[src/rtl/acfd_pkg.sv]
// shared constants for the ascii command frame decoder
// command codes, action codes and frame geometry; no dependencies
package acfd_pkg;

  localparam int FRAME_BYTES = 16;
  localparam int DIGIT_LIMIT = 9;
  localparam int POS_W       = $clog2(FRAME_BYTES);
  localparam int DCNT_W      = $clog2(DIGIT_LIMIT + 1);
  localparam int NUM_W       = 30;

  localparam logic [7:0] CHAR_OPEN  = 8'h28;
  localparam logic [7:0] CHAR_CLOSE = 8'h29;
  localparam logic [7:0] CHAR_ZERO  = 8'h30;
  localparam logic [7:0] CHAR_NINE  = 8'h39;

  localparam logic [NUM_W-1:0] CMD_STOP_TOGGLE = 30'd101;
  localparam logic [NUM_W-1:0] CMD_SHOW_SAVED  = 30'd102;
  localparam logic [NUM_W-1:0] CMD_COUPLE_AC   = 30'd104;
  localparam logic [NUM_W-1:0] CMD_COUPLE_DC   = 30'd105;
  localparam logic [NUM_W-1:0] CMD_GAIN_SET    = 30'd111;
  localparam logic [NUM_W-1:0] CMD_GAIN_UP     = 30'd112;
  localparam logic [NUM_W-1:0] CMD_GAIN_DOWN   = 30'd113;
  localparam logic [NUM_W-1:0] CMD_TB_SET      = 30'd121;
  localparam logic [NUM_W-1:0] CMD_TB_UP       = 30'd122;
  localparam logic [NUM_W-1:0] CMD_TB_DOWN     = 30'd123;
  localparam logic [NUM_W-1:0] CMD_GEN_FIRST   = 30'd131;
  localparam logic [NUM_W-1:0] CMD_GEN_LAST    = 30'd134;
  localparam logic [NUM_W-1:0] DATA_FREQ       = 30'd1301;
  localparam logic [NUM_W-1:0] DATA_VPP        = 30'd1302;
  localparam logic [NUM_W-1:0] DATA_DUTY       = 30'd1303;

  localparam logic [2:0] ACT_NONE       = 3'd0;
  localparam logic [2:0] ACT_SHOW_SAVED = 3'd1;
  localparam logic [2:0] ACT_GAIN       = 3'd2;
  localparam logic [2:0] ACT_TIMEBASE   = 3'd3;
  localparam logic [2:0] ACT_GEN_START  = 3'd4;

  localparam logic [3:0] GAIN_MIN  = 4'd1;
  localparam logic [3:0] GAIN_MAX  = 4'd8;
  localparam logic [3:0] GAIN_INIT = 4'd3;

  localparam logic [9:0] TB_MIN  = 10'd1;
  localparam logic [9:0] TB_MAX  = 10'd1000;
  localparam logic [9:0] TB_INIT = 10'd99;
  localparam logic [9:0] TB_STEP = 10'd5;

endpackage

[src/rtl/ascii_command_frame_decoder_top.sv]
// ascii command frame decoder: a frame's closing byte passes the input byte
// register, then its result is written to the output registers
// throughput one byte per cycle while byte_stall is low; one result per frame
// of FRAME_BYTES bytes; the byte register feeds the parser and command logic
// synchronous active-high reset clears the parser, the settings (gain 3,
// timebase 99) and both valid flags
module ascii_command_frame_decoder_top
  import acfd_pkg::*;
(
  input  logic             clk,
  input  logic             rst,
  input  logic             byte_valid,
  output logic             byte_stall,
  input  logic [7:0]       byte_in,
  output logic             result_valid,
  input  logic             result_stall,
  output logic             frame_ok,
  output logic [NUM_W-1:0] code,
  output logic [NUM_W-1:0] argument,
  output logic             stopped,
  output logic             ac_coupling,
  output logic [3:0]       gain_level,
  output logic [9:0]       time_base,
  output logic [NUM_W-1:0] gen_frequency,
  output logic [NUM_W-1:0] gen_vpp_tenths,
  output logic [NUM_W-1:0] gen_duty,
  output logic [2:0]       action,
  output logic [1:0]       wave_kind
);

  typedef enum logic [1:0] {
    PH_CODE,
    PH_SKIP,
    PH_VALUE,
    PH_DONE
  } phase_t;

  localparam logic [POS_W-1:0]  POS_LAST  = POS_W'(FRAME_BYTES - 1);
  localparam logic [POS_W-1:0]  POS_FIRST = POS_W'(2);
  localparam logic [DCNT_W-1:0] DCNT_MAX  = DCNT_W'(DIGIT_LIMIT);

  // input byte register
  logic       q_valid;
  logic [7:0] q_byte;

  // parser state
  logic [POS_W-1:0]  byte_position, byte_position_next;
  phase_t            parse_phase, parse_phase_next;
  logic              header_seen, header_seen_next;
  logic [NUM_W-1:0]  code_accum, code_accum_next;
  logic [NUM_W-1:0]  value_accum, value_accum_next;
  logic [DCNT_W-1:0] digit_count, digit_count_next;

  // settings
  logic             stop_flag, stop_flag_next;
  logic             coupling_flag, coupling_flag_next;
  logic [3:0]       gain_reg, gain_reg_next;
  logic [9:0]       timebase_reg, timebase_reg_next;
  logic [NUM_W-1:0] freq_reg, freq_reg_next;
  logic [NUM_W-1:0] vpp_reg, vpp_reg_next;
  logic [NUM_W-1:0] duty_reg, duty_reg_next;

  logic             process;
  logic             last_byte;
  logic             is_digit;
  logic [NUM_W-1:0] digit_val;
  logic [NUM_W-1:0] accum_sel;
  logic [NUM_W-1:0] accum_x10;
  logic [DCNT_W-1:0] dcnt_inc;
  logic             ok;
  logic [2:0]       action_next;
  logic [1:0]       wave_next;
  logic [10:0]      tb_plus;

  assign last_byte  = (byte_position == POS_LAST);
  assign process    = q_valid && (!last_byte || !result_valid || !result_stall);
  assign byte_stall = q_valid && !process;

  assign is_digit  = (q_byte >= CHAR_ZERO) && (q_byte <= CHAR_NINE);
  assign digit_val = NUM_W'(q_byte[3:0]);
  assign accum_sel = (parse_phase == PH_CODE) ? code_accum : value_accum;
  assign accum_x10 = (accum_sel << 3) + (accum_sel << 1) + digit_val;
  assign dcnt_inc  = digit_count + DCNT_W'(1);
  assign ok        = header_seen && (q_byte == CHAR_CLOSE);
  assign tb_plus   = {1'b0, timebase_reg} + {1'b0, TB_STEP};

  always_comb begin
    byte_position_next = byte_position;
    parse_phase_next   = parse_phase;
    header_seen_next   = header_seen;
    code_accum_next    = code_accum;
    value_accum_next   = value_accum;
    digit_count_next   = digit_count;
    stop_flag_next     = stop_flag;
    coupling_flag_next = coupling_flag;
    gain_reg_next      = gain_reg;
    timebase_reg_next  = timebase_reg;
    freq_reg_next      = freq_reg;
    vpp_reg_next       = vpp_reg;
    duty_reg_next      = duty_reg;
    action_next        = ACT_NONE;
    wave_next          = 2'd0;

    if (byte_position == '0) begin
      parse_phase_next   = PH_CODE;
      code_accum_next    = '0;
      value_accum_next   = '0;
      digit_count_next   = '0;
      header_seen_next   = (q_byte == CHAR_OPEN);
      byte_position_next = POS_W'(1);
    end else if (!last_byte) begin
      byte_position_next = byte_position + POS_W'(1);
      if (byte_position >= POS_FIRST) begin
        unique case (parse_phase)
          PH_CODE: begin
            if (is_digit) begin
              code_accum_next = accum_x10;
              if (dcnt_inc >= DCNT_MAX) begin
                digit_count_next = '0;
                parse_phase_next = PH_SKIP;
              end else begin
                digit_count_next = dcnt_inc;
              end
            end else begin
              digit_count_next = '0;
              parse_phase_next = PH_VALUE;
            end
          end
          PH_SKIP: parse_phase_next = PH_VALUE;
          PH_VALUE: begin
            if (is_digit) begin
              value_accum_next = accum_x10;
              digit_count_next = dcnt_inc;
              if (dcnt_inc >= DCNT_MAX) begin
                parse_phase_next = PH_DONE;
              end
            end else begin
              parse_phase_next = PH_DONE;
            end
          end
          PH_DONE: parse_phase_next = PH_DONE;
          default: parse_phase_next = PH_DONE;
        endcase
      end
    end else begin
      byte_position_next = '0;
      parse_phase_next   = PH_CODE;
      header_seen_next   = 1'b0;
      code_accum_next    = '0;
      value_accum_next   = '0;
      digit_count_next   = '0;
      if (ok) begin
        unique case (code_accum) inside
          CMD_STOP_TOGGLE: stop_flag_next = !stop_flag;
          CMD_SHOW_SAVED:  action_next = ACT_SHOW_SAVED;
          CMD_COUPLE_AC:   coupling_flag_next = 1'b1;
          CMD_COUPLE_DC:   coupling_flag_next = 1'b0;
          CMD_GAIN_SET: begin
            if (value_accum >= NUM_W'(GAIN_MIN) && value_accum <= NUM_W'(GAIN_MAX)) begin
              gain_reg_next = value_accum[3:0];
            end
            action_next = ACT_GAIN;
          end
          CMD_GAIN_UP: begin
            gain_reg_next = (gain_reg >= GAIN_MAX) ? GAIN_MIN : gain_reg + 4'd1;
            action_next   = ACT_GAIN;
          end
          CMD_GAIN_DOWN: begin
            gain_reg_next = (gain_reg <= GAIN_MIN) ? GAIN_MAX : gain_reg - 4'd1;
            action_next   = ACT_GAIN;
          end
          CMD_TB_SET: begin
            if (value_accum <= NUM_W'(TB_MAX)) begin
              timebase_reg_next = value_accum[9:0];
            end
            action_next = ACT_TIMEBASE;
          end
          CMD_TB_UP: begin
            timebase_reg_next = (tb_plus >= {1'b0, TB_MAX}) ? TB_MAX : tb_plus[9:0];
            action_next       = ACT_TIMEBASE;
          end
          CMD_TB_DOWN: begin
            timebase_reg_next = (timebase_reg <= TB_STEP + TB_MIN) ? TB_MIN
                                                                   : timebase_reg - TB_STEP;
            action_next       = ACT_TIMEBASE;
          end
          [CMD_GEN_FIRST:CMD_GEN_LAST]: begin
            action_next = ACT_GEN_START;
            wave_next   = 2'(code_accum - CMD_GEN_FIRST);
          end
          DATA_FREQ: freq_reg_next = value_accum;
          DATA_VPP:  vpp_reg_next  = value_accum;
          DATA_DUTY: duty_reg_next = value_accum;
          default:   action_next   = ACT_NONE;
        endcase
      end
    end
  end

  always_ff @(posedge clk) begin
    if (rst) begin
      q_valid       <= 1'b0;
      result_valid  <= 1'b0;
      byte_position <= '0;
      parse_phase   <= PH_CODE;
      header_seen   <= 1'b0;
      code_accum    <= '0;
      value_accum   <= '0;
      digit_count   <= '0;
      stop_flag     <= 1'b0;
      coupling_flag <= 1'b0;
      gain_reg      <= GAIN_INIT;
      timebase_reg  <= TB_INIT;
      freq_reg      <= '0;
      vpp_reg       <= '0;
      duty_reg      <= '0;
    end else begin
      if (!byte_stall) begin
        q_valid <= byte_valid;
      end
      if (process) begin
        byte_position <= byte_position_next;
        parse_phase   <= parse_phase_next;
        header_seen   <= header_seen_next;
        code_accum    <= code_accum_next;
        value_accum   <= value_accum_next;
        digit_count   <= digit_count_next;
        stop_flag     <= stop_flag_next;
        coupling_flag <= coupling_flag_next;
        gain_reg      <= gain_reg_next;
        timebase_reg  <= timebase_reg_next;
        freq_reg      <= freq_reg_next;
        vpp_reg       <= vpp_reg_next;
        duty_reg      <= duty_reg_next;
      end
      if (process && last_byte) begin
        result_valid <= 1'b1;
      end else if (!result_stall) begin
        result_valid <= 1'b0;
      end
    end
  end

  // payload registers
  always_ff @(posedge clk) begin
    if (byte_valid && !byte_stall) begin
      q_byte <= byte_in;
    end
    if (process && last_byte) begin
      frame_ok       <= ok;
      code           <= ok ? code_accum : '0;
      argument       <= ok ? value_accum : '0;
      stopped        <= stop_flag_next;
      ac_coupling    <= coupling_flag_next;
      gain_level     <= gain_reg_next;
      time_base      <= timebase_reg_next;
      gen_frequency  <= freq_reg_next;
      gen_vpp_tenths <= vpp_reg_next;
      gen_duty       <= duty_reg_next;
      action         <= action_next;
      wave_kind      <= wave_next;
    end
  end

endmodule

[config.mk]
export PLATFORM = sky130hd
export DESIGN_NAME = ascii_command_frame_decoder_top
export DESIGN_NICKNAME = d
export VERILOG_FILES = /design/src/rtl/acfd_pkg.sv /design/src/rtl/ascii_command_frame_decoder_top.sv
export SDC_FILE = /design/constraint.sdc
export NUM_CORES = 1
export LEC_CHECK = 0
export ABC_AREA = 1
export BUFFER_PORTS_ARGS = -buffer_cell sky130_fd_sc_hd__buf_2
export CORE_ASPECT_RATIO = 0.7
export CORE_MARGIN = 8
export CORE_UTILIZATION = 30
export CTS_CLUSTER_DIAMETER = 50
export CTS_CLUSTER_SIZE = 40
export DETAILED_ROUTE_END_ITERATION = 12
export PLACE_DENSITY = 0.51
export SYNTH_ARGS = -nofsm -noshare
export SYNTH_HDL_FRONTEND = slang
export SYNTH_SLANG_ARGS = --single-unit
[constraint.sdc]
create_clock -name clk -period 5.7 [get_ports clk]
set_input_delay 1.425 -clock clk [delete_from_list [all_inputs] [get_ports clk]]
set_output_delay 1.425 -clock clk [all_outputs]
set_load 0.01 [all_outputs]
; Word level (Yosys, flattened, before mapping)
; Cells that the tools add are included.
[word_totals]
output_inout_bits = 174
in_bits = 12
register_bits = 359
wordCells = 175
[op_classes]
n_mux = 66
n_bitwise = 3
order_cmp = 13
n_eq_ne = 23
reduce_logical = 33
add_sub_neg = 9
[ops]
columns = cell, count
row1 = two-way mux 30 bit, 21
row2 = equality test 30 x 7 -> 1 bit (second input constant), 10
row3 = equality test 30 x 11 -> 1 bit (second input constant), 3
row4 = two-way mux 10 bit, 6
row5 = two-way mux 4 bit, 14
row6 = adder 30 bit, 1
row7 = adder 30 x 4 -> 30 bit, 1
row8 = >= comparator 30 x 1 -> 1 bit (second input constant), 1
row9 = >= comparator 30 x 8 -> 1 bit (second input constant), 1
row10 = less-or-equal comparator 30 x 10 -> 1 bit (second input constant), 1
row11 = less-or-equal comparator 30 x 4 -> 1 bit (second input constant), 1
row12 = less-or-equal comparator 30 x 8 -> 1 bit (second input constant), 1
row13 = one-hot mux 10 bit (3 select lines), 1
row14 = two-way mux 29 bit, 1
row15 = equality test 8 x 6 -> 1 bit (second input constant), 2
row16 = AND reduction 4 bit, 4
row17 = two-way mux 2 bit, 7
row18 = adder 4 x 1 -> 4 bit (second input constant), 3
row19 = one-hot mux 3 bit (4 select lines), 1
row20 = one-hot mux 4 bit (3 select lines), 1
row21 = nonzero test 3 bit, 4
row22 = adder 10 x 3 -> 11 bit (second input constant), 1
row23 = >= comparator 11 x 10 -> 1 bit (second input constant), 1
row24 = two-way mux 1 bit, 11
row25 = 30 further kinds, 49

; Depth between registers and ports, before layout
[logic_depth]
depth_word = 9
mapped_depth = 19
mapped_depth_nobuf = 17

; Worst setup path after synthesis
; Ideal clock, no wire load.
[synth_path]
path_kind = input-to-reg
startpoint = input result_stall
endpoint = register ac_coupling, enable pin
path_buffers = 1
setup_slack_ps = -331
arrival_ps = 5506
setup_time_ps = 525
path_stages = 8
required_ps = 5175
cell_sequence = nand2_1 > inv_1 > nand2_1 > nand2_4 > inv_2 > clkbuf_1 > nand2_1 > inv_1
[synth_between]
elab_chain_len = 4
[synth_lines]
columns = element, line_no
row1 = "start, declared", ascii_command_frame_decoder_top.sv:16  ; input logic result_stall,
row2 = logical NOT 1 bit, -
row3 = logical OR 1 bit, ascii_command_frame_decoder_top.sv:76  ; assign process = q_valid && (!last_byte || !result_valid || !result_stall);
row4 = logical AND 1 bit, ascii_command_frame_decoder_top.sv:76
row5 = logical AND 1 bit, ascii_command_frame_decoder_top.sv:249  ; if (process && last_byte) begin
row6 = "end signal, assigned", ascii_command_frame_decoder_top.sv:254  ; ac_coupling <= coupling_flag_next;
row7 = "end, declared", ascii_command_frame_decoder_top.sv:21  ; output logic ac_coupling,
; Every way passes these cells.
; A chain may end at the register's enable or synchronous reset.

; Worst setup path after layout
[layout_path]
startpoint = register parse_phase[0]
endpoint = register code_accum[10]
[layout_between]
elab_chain_len = 9
elab_cells_between_ends = 11
classes_between = 2 x add/sub / 6 x mux / 3 x reduce/logical
[layout_lines]
columns = element, line_no
row1 = "start, declared", ascii_command_frame_decoder_top.sv:48  ; phase_t parse_phase, parse_phase_next;
row2 = "start signal, assigned", ascii_command_frame_decoder_top.sv:223  ; parse_phase <= parse_phase_next;
row3 = logical NOT 2 bit *, "ascii_command_frame_decoder_top.sv:81, ascii_command_frame_decoder_top.sv:114"
row4 = two-way mux 29 bit, ascii_command_frame_decoder_top.sv:81  ; assign accum_sel = (parse_phase == PH_CODE) ? code_accum : value_accum;
row5 = adder 30 bit, ascii_command_frame_decoder_top.sv:82  ; assign accum_x10 = (accum_sel << 3) + (accum_sel << 1) + digit_val;
row6 = adder 30 x 4 -> 30 bit, ascii_command_frame_decoder_top.sv:82
row7 = two-way mux 30 bit, ascii_command_frame_decoder_top.sv:116  ; if (is_digit) begin
row8 = two-way mux 30 bit, ascii_command_frame_decoder_top.sv:114  ; unique case (parse_phase)
row9 = two-way mux 30 bit, ascii_command_frame_decoder_top.sv:113  ; if (byte_position >= POS_FIRST) begin
row10 = two-way mux 30 bit, ascii_command_frame_decoder_top.sv:111  ; end else if (!last_byte) begin
row11 = two-way mux 30 bit, ascii_command_frame_decoder_top.sv:104  ; if (byte_position == '0) begin
row12 = "end signal, assigned", ascii_command_frame_decoder_top.sv:225  ; code_accum <= code_accum_next;
row13 = "end, declared", ascii_command_frame_decoder_top.sv:50  ; logic [NUM_W-1:0] code_accum, code_accum_next;
; Mark *: on every way between the ends. The rest lies on a longest branch, timed or not. The select of a mux whose other input is x is not followed.

==> flow_summary.ini <==
[critical_path]
cp-start-kind = flop
critPathBufInv = 4
cp_top_family = adder cells
slowest_stage = fa_1
crit_required_ps = 6230
worstPathArrival_ps = 4390
critical_path_class = reg -> reg
crit_chain = nor2_2, buf_4, o21ai_0, fa_1, inv_1, fa_1, inv_1, nand3_1, nand2_1, a21boi_0, o21ai_0, or2_2, nand3_1, nand2_1, o211ai_1, inv_1
path_max_fanout = 57
slowest_delay_ps = 590
cp-end-kind = flop
cpMostUsedCell = inv_1

[yosys]
ys_top_cells_by_area = edfxtp_1, dfxtp_1, inv_1
ys.flop_type = edfxtp_1
ys_seq_area_share_pct = 50.1
synth_seq_cells = 359
netlist_top_cells_count = inv_1, nand2_1, o21ai_0
synth.most_common_cell = inv_1
synthesis.nets = 2301
synth_area_leader_cell = edfxtp_1
synth_top_area_share_pct = 30.1
async_reset_ff_share_pct = 0
synth.distinct_cells = 44
synth_area_mm2 = 0.0180
synth-edff-count = 180
synthesis.yosys.warnings = 0
synth_area_per_cell_um2 = 8.10
syn_inst = 2217

[die]
die_area_mm2 = 0.0681
num_rows = 75
die_y_um = 221
core_mm2 = 0.0596
die_w_um = 308
floorplan.initialDensity_pct = 30.1
boundaryPins = 186

[cts]
cts_tree = done
cts_sinks = 359
htreeDepth = 2
cts_resized = 0
cts_buffer_depth = 3
cts_made_buffers = 37
postCtsSetupBuffers = 0
hold_buffers = 0
cts_root_buf = clkbuf_16
worstSkewPairLatency_ps = 580
clkTransAtPathRegs_ps = 80

[grt]
first_global_vias = 14800
grt_pass1_wl_um = 87100
antenna_found_initial = 0
grt_usage_pct = 16.2
grt_max_degree = 120
grt_overflow = 0

[place]
io_buffers = 185
globalplace.congestion = 0.892
post-place-ws_ps = 1550
dp_hpwl_um = 41400

[drt]
m1WireLength_um = 28900
wire_per_inst_um = 17.6
dr_wl_met2_um = 22400
ant_nets = 0
drc = 0
wl_um = 56100
topRoutingLayerUsed = met4
drt-initial-drc-count = 1413
met3_length_um = 4070
dr.pass1.iters = 6
vias_per_cell = 4.78
vias = 15300

[flow_run]
max-cap-violations = 0

[timing]
setup_ws_ps = 1840
setup_viol = 0
holdWs_ps = 483
period_needed_ps = 3860
worst_pin_slew_ps = 1040
drv_slew = 0
fin_worst_skew_ps = 39.3
fmax_mhz = 259
hold_violations = 0
period_share_pct = 67.7
rsz0062_at_grt = no
maxSlewHeadroom_pct = 30.8
tns_ps = 0

[power_and_ir_drop]
power_density_mw_per_mm2 = 299
peakVddDrop_mv = 0.150
power.leakage_nw = 9.24

[finish]
n_antenna_cell = 0
drive_gt1_share_pct = 12.4
fillers = 6197
area_delta_synth_final_pct = 16.5
layout.nets = 2442

[worst_hold_path]
min_path_type = reg -> reg

[run_status]
outcome = complete, no violations
## final timing paths
check | slack (ps) | depth (start not counted) | from | end
setup / recovery | 1840 | 16 | parse_phase[0] | code_accum[10]
hold / removal | 480 | 2 | digit_count[3] | digit_count[3]
setup reg to reg | 1840 | 16 | parse_phase[0] | code_accum[10]
hold reg to reg | 480 | 2 | digit_count[3] | digit_count[3]
## where the power goes
group / leakage [nW] / switching [mW] / internal [mW]
sequential: 2.97 / 0.113 / 2.79
combinational: 5.62 / 0.524 / 0.230
clock: 0.645 / 1.22 / 1.38
## layout by cell type (no fill, tap or decap), types with 7 or more instances in the layout
cell	count
a21oi_1	223
buf_2	185
buf_4	10
clkbuf_16	38
clkinv_8	7
dfxtp_1	179
edfxtp_1	180
ha_1	70
inv_1	362
nand2_1	355
nand3_1	84
nand4_1	26
nor2_1	180
nor3_1	38
o21ai_0	237
o21ai_1	93
xor2_1	10
## worst min-delay path, delay by kind of cell, from the launching register on
kind | cells | cell delay (ps)
flip-flops | 1 | 320
AND/OR/NAND/NOR | 1 | 60
AO/OA/AOI/OAI | 1 | 60
## layout make-up
class / count / area, µm² / share of cell area [%]
clock inverters: 27 / 339 / 1.62
multi-input cells: 1391 / 7160 / 34.2
clock buffers: 41 / 982 / 4.70
flip-flops and latches: 359 / 8990 / 43.0
inverters: 373 / 1410 / 6.75
repair buffers: 196 / 1020 / 4.88
well taps: 808 / 1010 / 4.83
## layer usage
metal  global-route usage, %  vias up
met5                       0        -
met4                    3.21        0
met3                    3.39       57
met2                    23.1      438
met1                    25.0     7129
li1                        -     7642
## cells by family after synthesis
logic type | count (synthesis) | share of synthesized area (%)
adders and majority gates | 72 | 5.10
AOI/OAI and AO/OA | 586 | 16.8
xor gates and xnor gates | 15 | 0.732
DFF | 359 | 50.1
buffers and inverters | 467 | 10.1
and+or+nand+nor | 718 | 17.2
## per-stage QoR
step           total power [mW]  std cells  instance area, µm²  utilization [%]
2_1_floorplan              3.46       2217               18000                -
3_3_place_gp               3.69       3127               19600             32.9
3_5_place_dp               3.71       3127               19600             32.9
4_1_cts                    6.34       3195               20900             35.1
5_1_grt                    6.57       3195               20900             35.1
6_report                   6.26       3195               20900             35.1
(Power assumes the default switching activity.)
